## config.mk

```make
export PLATFORM = sky130hd
export DESIGN_NAME = button_event_decoder
export DESIGN_NICKNAME = d
export VERILOG_FILES = /design/src/rtl/core/bed_pkg.sv /design/src/rtl/core/bed_event_table.sv /design/src/rtl/core/bed_entry_match.sv /design/src/rtl/core/button_event_decoder.sv
export SDC_FILE = /design/constraint.sdc
export NUM_CORES = 1
export LEC_CHECK = 0
export BUFFER_PORTS_ARGS = -buffer_cell sky130_fd_sc_hd__clkbuf_2
export CAP_MARGIN = 20
export CELL_PAD_IN_SITES_DETAIL_PLACEMENT = 1
export CELL_PAD_IN_SITES_GLOBAL_PLACEMENT = 1
export CORE_MARGIN = 1
export CORE_UTILIZATION = 49
export CTS_CLUSTER_DIAMETER = 40
export DETAILED_ROUTE_END_ITERATION = 8
export PLACE_DENSITY = 0.82
export SYNTH_ARGS = -nofsm -noshare
export SYNTH_HDL_FRONTEND = slang
export SYNTH_HIERARCHICAL = 1
export SYNTH_SLANG_ARGS = --single-unit
```

## constraint.sdc

```tcl
create_clock -name clk -period 5.18 [get_ports clk]
set_clock_uncertainty 0.15 [all_clocks]
set_input_delay 0.777 -clock clk [delete_from_list [all_inputs] [get_ports clk]]
set_output_delay 0.777 -clock clk [all_outputs]
set_load 0.03 [all_outputs]
```

## src/rtl/core/bed_pkg.sv

```systemverilog
// ----------------------------------------------------------------------------
// bed_pkg: shared types and constants of the keypad event decoder
// Entry layout, request and result codes, search modes and the structs
// passed between the sequencer and the entry compare unit.
// ----------------------------------------------------------------------------
package bed_pkg;

	localparam int KEYS             = 6;   // keys on the pad, key i is bit i
	localparam int EVENTS           = 8;   // table entries searched
	localparam int KEY_W            = 6;   // key field width in samples and entries
	localparam int PAT_W            = KEYS + 1; // key bits plus noisy marker bit
	localparam int IDX_W            = 3;
	localparam int TIMER_W          = 8;
	localparam int SECS_W           = 8;
	localparam int SECS_SCALED_W    = 12;  // seconds in ticks, 255 * 10 fits
	localparam int TICKS_PER_SECOND = 10;
	localparam int ENTRY_W          = 16;
	localparam int WORD_W           = 64;
	localparam int ENTRIES_PER_WORD = WORD_W / ENTRY_W;
	localparam int CFG_IDX_W        = 1;
	localparam int COUNT_W          = $clog2(PAT_W + 1);

	localparam logic [KEY_W-1:0]   KEY_MASK   = KEY_W'((1 << KEYS) - 1);
	localparam logic [PAT_W-1:0]   NOISY_MARK = PAT_W'(1) << KEYS;
	localparam logic [TIMER_W-1:0] TIMER_MAX  = '1;
	localparam logic [IDX_W-1:0]   LAST_IDX   = IDX_W'(EVENTS - 1);

	// entry bit positions
	localparam int ENTRY_PRESS_BIT = 7;
	localparam int ENTRY_SECS_LSB  = 8;

	// configuration register indexes
	localparam logic [CFG_IDX_W-1:0] CFG_TABLE_LOW  = 1'b0;
	localparam logic [CFG_IDX_W-1:0] CFG_TABLE_HIGH = 1'b1;

	// request codes
	localparam logic [1:0] REQ_SAMPLE = 2'd0;
	localparam logic [1:0] REQ_TICK   = 2'd1;
	localparam logic [1:0] REQ_FORCED = 2'd2;

	// result codes
	localparam logic [1:0] STATUS_NONE    = 2'd0;
	localparam logic [1:0] STATUS_EVENT   = 2'd1;
	localparam logic [1:0] STATUS_ILLEGAL = 2'd2;

	localparam logic [1:0] BEEP_NONE   = 2'd0;
	localparam logic [1:0] BEEP_NORMAL = 2'd1;
	localparam logic [1:0] BEEP_ERROR  = 2'd2;

	typedef enum logic [2:0] {
		MODE_FORCED  = 3'd0,
		MODE_TIMED   = 3'd1,
		MODE_PRESS   = 3'd2,
		MODE_RELEASE = 3'd3,
		MODE_UNUSED  = 3'd4
	} mode_t;

	typedef struct packed {
		logic [KEY_W-1:0]  keys;
		logic              press;
		logic [SECS_W-1:0] secs;
	} entry_t;

	typedef struct packed {
		mode_t              mode;
		logic [PAT_W-1:0]   pat;
		logic               press;
		logic               timed;
		logic [TIMER_W-1:0] timer;
	} match_req_t;

	typedef struct packed {
		logic empty;
		logic hit;
	} match_rsp_t;

endpackage

```

## src/rtl/core/bed_event_table.sv

```systemverilog
// ----------------------------------------------------------------------------
// bed_event_table: event table registers
// Holds the two 64-bit table words and returns the decoded entry at rd_idx.
// ----------------------------------------------------------------------------
module bed_event_table (
	input  logic                           clk,
	input  logic                           arst_n,
	input  logic                           cfg_wr_en,
	input  logic [bed_pkg::CFG_IDX_W-1:0]  cfg_index,
	input  logic [bed_pkg::WORD_W-1:0]     cfg_data,
	input  logic [bed_pkg::IDX_W-1:0]      rd_idx,
	output bed_pkg::entry_t                rd_entry
);

	logic [bed_pkg::WORD_W-1:0]  table_lo_q;
	logic [bed_pkg::WORD_W-1:0]  table_hi_q;
	logic [bed_pkg::WORD_W-1:0]  word;
	logic [bed_pkg::ENTRY_W-1:0] raw;

	always_ff @(posedge clk or negedge arst_n) begin
		if (!arst_n) begin
			table_lo_q <= '0;
			table_hi_q <= '0;
		end else if (cfg_wr_en) begin
			unique case (cfg_index)
				bed_pkg::CFG_TABLE_LOW:  table_lo_q <= cfg_data;
				bed_pkg::CFG_TABLE_HIGH: table_hi_q <= cfg_data;
				default: ;
			endcase
		end
	end

	assign word = rd_idx[2] ? table_hi_q : table_lo_q;
	assign raw  = word[rd_idx[1:0] * bed_pkg::ENTRY_W +: bed_pkg::ENTRY_W];

	assign rd_entry.keys  = raw[bed_pkg::KEY_W-1:0] & bed_pkg::KEY_MASK;
	assign rd_entry.press = raw[bed_pkg::ENTRY_PRESS_BIT];
	assign rd_entry.secs  = raw[bed_pkg::ENTRY_SECS_LSB +: bed_pkg::SECS_W];

endmodule

```

## src/rtl/core/bed_entry_match.sv

```systemverilog
// ----------------------------------------------------------------------------
// bed_entry_match: shared entry compare unit
// Tests one table entry against the current search; all searches use it.
// ----------------------------------------------------------------------------
module bed_entry_match (
	input  bed_pkg::match_req_t req,
	input  bed_pkg::entry_t     entry,
	output bed_pkg::match_rsp_t rsp
);

	logic [bed_pkg::PAT_W-1:0]         keys_ext;
	logic                              is_timed;
	logic                              same_keys;
	logic [bed_pkg::SECS_SCALED_W-1:0] limit;
	logic                              time_ok;

	assign keys_ext  = bed_pkg::PAT_W'(entry.keys);
	assign is_timed  = (entry.secs != '0);
	assign same_keys = (keys_ext == req.pat);
	assign limit     = bed_pkg::SECS_SCALED_W'(entry.secs)
	                 * bed_pkg::SECS_SCALED_W'(bed_pkg::TICKS_PER_SECOND);
	assign time_ok   = (bed_pkg::SECS_SCALED_W'(req.timer) >= limit);

	always_comb begin
		rsp.empty = (entry.keys == '0);
		unique case (req.mode)
			bed_pkg::MODE_FORCED:  rsp.hit = same_keys && (entry.press == req.press)
			                               && (is_timed == req.timed);
			bed_pkg::MODE_TIMED:   rsp.hit = same_keys && is_timed && time_ok;
			bed_pkg::MODE_PRESS:   rsp.hit = same_keys && entry.press;
			bed_pkg::MODE_RELEASE: rsp.hit = same_keys && !entry.press && !is_timed;
			bed_pkg::MODE_UNUSED:  rsp.hit = ((keys_ext & req.pat) == req.pat);
			default:               rsp.hit = 1'b0;
		endcase
	end

endmodule

```

## src/rtl/core/button_event_decoder.sv

```systemverilog
// ----------------------------------------------------------------------------
// button_event_decoder: keypad event decoder
// Debounce check, press / release / hold classification and a sequential
// walk over an eight-entry event table through one shared compare unit.
// ----------------------------------------------------------------------------
//
//  channel | signals                                       | transfer when
//  --------+-----------------------------------------------+------------------------
//  in      | in_valid, in_ready, req_type, sample_first,   | in_valid & in_ready
//          | sample_second, forced_keys, forced_press,     |
//          | forced_timed                                  |
//  out     | out_valid, out_ready, event_status,           | out_valid & out_ready
//          | event_index, beep_kind, pending_flag          |
//  cfg     | cfg_wr_en, cfg_index, cfg_data                | cfg_wr_en (no handshake)
//
// A tick or unused request goes from accept straight to finish. A sample
// goes through the evaluate state and, unless its readings differ or all keys
// stay up, walks the table; a forced request adds its own walk first. A press
// that matches nothing is followed by a second walk for the illegal-key check.
// The single entry compare unit visits one entry a cycle.
// Reset clears the table, the last pattern, the hold timer and the pending flag.
// in_ready is high only in the idle state; a finished result waits in the
// output register while the next item is already being accepted and worked.
// ----------------------------------------------------------------------------
module button_event_decoder (
	input  logic                          clk,
	input  logic                          arst_n,
	// input channel
	input  logic                          in_valid,
	output logic                          in_ready,
	input  logic [1:0]                    req_type,
	input  logic [bed_pkg::KEY_W-1:0]     sample_first,
	input  logic [bed_pkg::KEY_W-1:0]     sample_second,
	input  logic [bed_pkg::KEY_W-1:0]     forced_keys,
	input  logic                          forced_press,
	input  logic                          forced_timed,
	// output channel
	output logic                          out_valid,
	input  logic                          out_ready,
	output logic [1:0]                    event_status,
	output logic [bed_pkg::IDX_W-1:0]     event_index,
	output logic [1:0]                    beep_kind,
	output logic                          pending_flag,
	// configuration
	input  logic                          cfg_wr_en,
	input  logic [bed_pkg::CFG_IDX_W-1:0] cfg_index,
	input  logic [bed_pkg::WORD_W-1:0]    cfg_data
);

	typedef enum logic [3:0] {
		ST_IDLE   = 4'b0001,
		ST_EVAL   = 4'b0010,
		ST_WALK   = 4'b0100,
		ST_FINISH = 4'b1000
	} state_t;

	state_t                          state_q;
	bed_pkg::mode_t                  mode_q;
	logic [bed_pkg::IDX_W-1:0]       idx_q;
	logic [bed_pkg::PAT_W-1:0]       pat_q;     // pattern under search
	logic [bed_pkg::PAT_W-1:0]       chg_q;     // keys that changed, for illegal check
	logic [bed_pkg::PAT_W-1:0]       last_q;    // last clean pattern or noisy marker
	logic [bed_pkg::TIMER_W-1:0]     timer_q;
	logic                            pending_q;
	logic [1:0]                      res_status_q;
	logic [bed_pkg::IDX_W-1:0]       res_idx_q;
	logic [1:0]                      res_beep_q;

	// captured request payload
	logic [bed_pkg::KEY_W-1:0]       samp_a_q;
	logic [bed_pkg::KEY_W-1:0]       samp_b_q;
	logic                            fpress_q;
	logic                            ftimed_q;

	// output register
	logic                            out_valid_q;
	logic [1:0]                      out_status_q;
	logic [bed_pkg::IDX_W-1:0]       out_idx_q;
	logic [1:0]                      out_beep_q;
	logic                            out_pending_q;

	logic                            in_xfer;
	logic                            out_load;
	logic [bed_pkg::PAT_W-1:0]       a_ext;
	logic                            rise;
	bed_pkg::entry_t                 entry;
	bed_pkg::match_req_t             mreq;
	bed_pkg::match_rsp_t             mrsp;
	logic                            found;
	logic                            walk_end;

	function automatic logic [bed_pkg::COUNT_W-1:0] popcount(
		input logic [bed_pkg::PAT_W-1:0] v
	);
		logic [bed_pkg::COUNT_W-1:0] n;
		n = '0;
		for (int i = 0; i < bed_pkg::PAT_W; i++) begin
			n = n + bed_pkg::COUNT_W'(v[i]);
		end
		return n;
	endfunction

	assign in_ready = (state_q == ST_IDLE);
	assign in_xfer  = in_valid && in_ready;
	assign out_load = (state_q == ST_FINISH) && (!out_valid_q || out_ready);

	// clean pattern and rise test, the noisy marker counts as one key
	assign a_ext = bed_pkg::PAT_W'(samp_a_q);
	assign rise  = (popcount(last_q) < popcount(a_ext));

	bed_event_table u_table (
		.clk       (clk),
		.arst_n    (arst_n),
		.cfg_wr_en (cfg_wr_en),
		.cfg_index (cfg_index),
		.cfg_data  (cfg_data),
		.rd_idx    (idx_q),
		.rd_entry  (entry)
	);

	assign mreq.mode  = mode_q;
	assign mreq.pat   = pat_q;
	assign mreq.press = fpress_q;
	assign mreq.timed = ftimed_q;
	assign mreq.timer = timer_q;

	bed_entry_match u_match (
		.req   (mreq),
		.entry (entry),
		.rsp   (mrsp)
	);

	// an empty entry ends the walk before it is tested
	assign found    = mrsp.hit && !mrsp.empty;
	assign walk_end = mrsp.empty || (idx_q == bed_pkg::LAST_IDX);

	// payload capture
	always_ff @(posedge clk) begin
		if (in_xfer) begin
			samp_a_q <= sample_first & bed_pkg::KEY_MASK;
			samp_b_q <= sample_second & bed_pkg::KEY_MASK;
			fpress_q <= forced_press;
			ftimed_q <= forced_timed;
		end
		if (out_load) begin
			out_status_q  <= res_status_q;
			out_idx_q     <= res_idx_q;
			out_beep_q    <= res_beep_q;
			out_pending_q <= pending_q;
		end
	end

	// sequencer
	always_ff @(posedge clk or negedge arst_n) begin
		if (!arst_n) begin
			state_q      <= ST_IDLE;
			mode_q       <= bed_pkg::MODE_FORCED;
			idx_q        <= '0;
			pat_q        <= '0;
			chg_q        <= '0;
			last_q       <= '0;
			timer_q      <= '0;
			pending_q    <= 1'b0;
			res_status_q <= bed_pkg::STATUS_NONE;
			res_idx_q    <= '0;
			res_beep_q   <= bed_pkg::BEEP_NONE;
			out_valid_q  <= 1'b0;
		end else begin
			// a new result replaces a consumed one in the same cycle
			if (out_load) begin
				out_valid_q <= 1'b1;
			end else if (out_ready) begin
				out_valid_q <= 1'b0;
			end
			unique case (state_q)
				ST_IDLE: begin
					if (in_valid) begin
						res_status_q <= bed_pkg::STATUS_NONE;
						res_idx_q    <= '0;
						res_beep_q   <= bed_pkg::BEEP_NONE;
						idx_q        <= '0;
						case (req_type)
							bed_pkg::REQ_TICK: begin
								if (timer_q < bed_pkg::TIMER_MAX) begin
									timer_q <= timer_q + 1'b1;
								end
								state_q <= ST_FINISH;
							end
							bed_pkg::REQ_SAMPLE: begin
								state_q <= ST_EVAL;
							end
							bed_pkg::REQ_FORCED: begin
								mode_q  <= bed_pkg::MODE_FORCED;
								pat_q   <= bed_pkg::PAT_W'(forced_keys & bed_pkg::KEY_MASK);
								state_q <= ST_WALK;
							end
							default: begin
								state_q <= ST_FINISH;
							end
						endcase
					end
				end
				ST_EVAL: begin
					idx_q <= '0;
					if (samp_a_q != samp_b_q) begin
						last_q  <= bed_pkg::NOISY_MARK;
						state_q <= ST_FINISH;
					end else begin
						last_q <= a_ext;
						if (a_ext == last_q) begin
							// held pattern: hold search, nothing for all keys up
							mode_q  <= bed_pkg::MODE_TIMED;
							pat_q   <= a_ext;
							state_q <= (samp_a_q != '0) ? ST_WALK : ST_FINISH;
						end else begin
							timer_q <= '0;
							chg_q   <= last_q ^ a_ext;
							if (rise) begin
								mode_q <= bed_pkg::MODE_PRESS;
								pat_q  <= a_ext;
							end else begin
								mode_q <= bed_pkg::MODE_RELEASE;
								pat_q  <= last_q;
							end
							state_q <= ST_WALK;
						end
					end
				end
				ST_WALK: begin
					if (found) begin
						unique case (mode_q)
							bed_pkg::MODE_FORCED: begin
								res_status_q <= bed_pkg::STATUS_EVENT;
								res_idx_q    <= idx_q;
							end
							bed_pkg::MODE_UNUSED: begin
								// changed keys are in use: quiet miss
							end
							default: begin
								if (mode_q == bed_pkg::MODE_TIMED) begin
									timer_q <= '0;
								end
								pending_q    <= 1'b0;
								res_status_q <= bed_pkg::STATUS_EVENT;
								res_idx_q    <= idx_q;
								res_beep_q   <= bed_pkg::BEEP_NORMAL;
							end
						endcase
						state_q <= ST_FINISH;
					end else if (walk_end) begin
						unique case (mode_q)
							bed_pkg::MODE_FORCED: begin
								state_q <= ST_EVAL;
							end
							bed_pkg::MODE_PRESS: begin
								// unmatched press: flag it, then check the changed keys
								pending_q <= 1'b1;
								mode_q    <= bed_pkg::MODE_UNUSED;
								pat_q     <= chg_q;
								idx_q     <= '0;
							end
							bed_pkg::MODE_UNUSED: begin
								res_status_q <= bed_pkg::STATUS_ILLEGAL;
								res_beep_q   <= bed_pkg::BEEP_ERROR;
								state_q      <= ST_FINISH;
							end
							default: begin
								state_q <= ST_FINISH;
							end
						endcase
					end else begin
						idx_q <= idx_q + 1'b1;
					end
				end
				ST_FINISH: begin
					if (out_load) begin
						state_q <= ST_IDLE;
					end
				end
				default: begin
					state_q <= ST_IDLE;
				end
			endcase
		end
	end

	assign out_valid    = out_valid_q;
	assign event_status = out_status_q;
	assign event_index  = out_idx_q;
	assign beep_kind    = out_beep_q;
	assign pending_flag = out_pending_q;

endmodule

```

==> impl_metrics.yaml <==
status:
  status: "finished clean"
route:
  drt_wl_total_mm: 25.0
  drtIter0Drc: 295
  viasPerCell: 5.87
  via_count: 6471
  wl_per_cell_um: 22.7
  drtPass1Iterations: 4
  ant_nets: 0
  remaining_drc_errors: 0
setup_path:
  slowest_delay_ns: 0.59
  arrival_ns: 5.12
  worstPathRequired_ns: 5.34
  slowest_stage: "mux4_1"
  worstReg2RegEnd: "pat_q[3]"
  cp.depth: 18
  worstPathMaxFanout: 12
  critPathTopFamily: "compound AO/OA/AOI/OAI gates"
  end_kind: "flip-flop"
  crit_start: "idx_q[2]"
  r2r_cells: 18
  crit_chain: "buf_12 -> mux4_1 -> mux2_2 -> ha_1 -> ha_1 -> fa_1 -> xnor2_1 -> ha_1 -> a21o_1 -> a21oi_1 -> o21ai_0 -> a311o_1 -> inv_1 -> a21o_1 -> a21oi_1 -> a211o_4 -> mux2i_1 -> a21oi_1"
  crit_path_start_kind: "flip-flop"
  critPathKind: "flip-flop to flip-flop"
  endpoint: "pat_q[3]"
  crit_buf_inv: 2
  reg2reg_from: "idx_q[2]"
  ff2ff_setup_slack_ns: 0.22
floorplan:
  die_y_um: 143
  ios: 102
  dieArea_mm2: 0.0205
  core-area_mm2: 0.0195
  initial_utilization_pct: 50.0
  die_x_um: 143
  rows: 51
clocking:
  cts_max_level: 4
  numCtsBuffers: 17
  cts_hold_buf: 0
  cts_tree: "built"
  path_clk_slew_ns: 0.08
  cts_root_buf: "clkbuf_16"
  clock-sinks: 190
  clock_path_buffers: 2
  insertion_delay_ns: 0.46
global_routing:
  grt_start_max_net_pins: 71
  antenna_found_initial: 0
  grt_usage_pct: 26.0
  grt_pass1_vias: 7293
  grt_pass1_wl_mm: 39.5
  grt_overflow: 0
finish:
  drive_gt1_share_pct: 37.2
  finalNetCount: 956
  syn_to_final_growth_pct: 15.0
  fillers: 1971
  seq_area_mm2: 0.00487
  diodes: 0
  layout_common_cells: "166 x dfrtp_1, 142 x mux2_2, 96 x clkbuf_2, 35 x inv_1, 32 x ha_1"
  multiInputGateArea_mm2: 0.00463
  design_area_mm2: 0.0112
  layout_commonest_cell: "dfrtp_1"
  stdcell_count: 1102
synth:
  synth_adder_area_share_pct: 5.74
  synth_top_area_cell: "dfrtp_1"
  seq_area_frac_synth_pct: 49.8
  yosys.area_share.simple_pct: 7.52
  synthCells: 723
  syn_nets: 855
  ys_warn_count: 6
  syn_area_per_cell_um2: 13.5
  synth_flop_cell: "dfrtp_1"
  synth_compound_area_share_pct: 7.08
  yosysUniqueCellTypes: 70
  synth_mux_area_share_pct: 25.3
  synth_area_mm2: 0.00976
  async_reset_ff_share_pct: 88.4
  synth_area_leaders: "dfrtp_1 43%, mux2_2 16%, mux4_1 8.1%, edfxtp_1 6.8%, ha_1 4.1%"
  synth_edf_count: 22
  yosysTopAreaCellShare_pct: 42.8
  synth_top_family_by_area: "multiplexers"
  synthXorXnorAreaFrac_pct: 1.35
  ys_ff_latch: 190
power_and_ir_drop:
  power.leakage_nw: 4.92
  irDropWorstVdd_v: 0.000279
  power_density_mw_per_mm2: 427
timing:
  relSlewSlack_pct: 44.8
  min_period_ns: 4.96
  hold_viol_final: 0
  fmax_mhz: 201
  period_share_pct: 95.8
  holdWs_ns: 0.191
  tightestPinTransition_ns: 0.829
  setup_viol_count_final: 0
  slew_viol_final: 0
place:
  place_area_mm2: 0.0105
  placed_cells: 1063
  gp_congestion: 0.829
  hpwl_mm: 16.9
  port_buffers: 97
hold_path:
  hold_class: "input port to asynchronous set/reset pin"
job:
  drv_cap: 0
## stage by stage
stage	setup WS [ns]	total power (W)	util [%]	setup TNS (ns)
2_1_floorplan	0.500	0.00294	-	0
3_3_place_gp	0.107	0.00322	53.8	0
3_5_place_dp	0.0197	0.00338	53.8	0
4_1_cts	0.0236	0.00479	57.0	0
5_1_grt	-0.0118	0.00504	57.5	-0.0178
6_report	0.215	0.00479	57.5	0
## state kept, by name (all words and copies together) (netlist names), 4 cells and up
name and count:
last_q 7, u_table/table_lo_q 60, samp_b_q 6, u_table/table_hi_q 60, pat_q 7, state_q 4
samp_a_q 6, timer_q 8, chg_q 7
## worst min path at each step
stage,from,to,slack (ns),cells past startpoint
2_1_floorplan,res_beep_q[1],beep_kind[1],0.27,0
3_3_place_gp,res_beep_q[1],beep_kind[1],0.28,0
3_5_place_dp,res_idx_q[0],event_index[0],0.28,0
4_1_cts,arst_n,u_table/table_lo_q[40],0.20,1
5_1_grt,arst_n,idx_q[1],0.23,1
6_report,arst_n,idx_q[1],0.19,1
## repair_timing
action	in CTS	in global routing
pin swaps	0	2
resized for setup	1	4
gates cloned	0	3
buffers inserted	0	4
endpoints found under the setup margin	6	17
## synth_stat cells (all sizes together) (8+ instances only)
library cell and count:
nand2 32, xor2 11, mux2 142, dfrtp 167, o21ai 32, and3 8, a21oi 32, inv 35
nand3 11, mux4 30, nand2b 18, mux2i 8, nor2 20, buf 22, fa 8, clkbuf 9
edfxtp 22, nor3 10, ha 32
## layer usage
| layer | up-vias | track usage (%) | share of wire, % |
|---|---|---|---|
| li1 | 2889 | - | - |
| met1 | 3351 | 30.2 | 39 |
| met2 | 172 | 45.1 | 53 |
| met3 | 59 | 5.80 | 4.4 |
| met4 | 0 | 12.8 | 3.5 |
| met5 | - | 0 | 0 |
## cells by family after synthesis
kind of cell,Yosys count
flip-flops,190
multiplexers,180
AND/OR/NAND/NOR,126
AO/OA/AOI/OAI,106
buffers and inverters,66
adder cells (fa/ha/maj),40
XOR/XNOR,15
## layout make-up
class / count / share of cell area [%]
sequential: 190 / 43.4
multi-input combinational: 469 / 41.3
clock inverter: 14 / 1.63
tap: 265 / 2.95
clock buffer: 18 / 3.91
timing repair buffer: 111 / 5.70
inverter: 35 / 1.17
## report_power, final
part           internal (W)  switching, W
clock network      0.000673      0.000684
logic              0.000635      0.000814
registers           0.00176      0.000221
(Power assumes the default switching activity.)
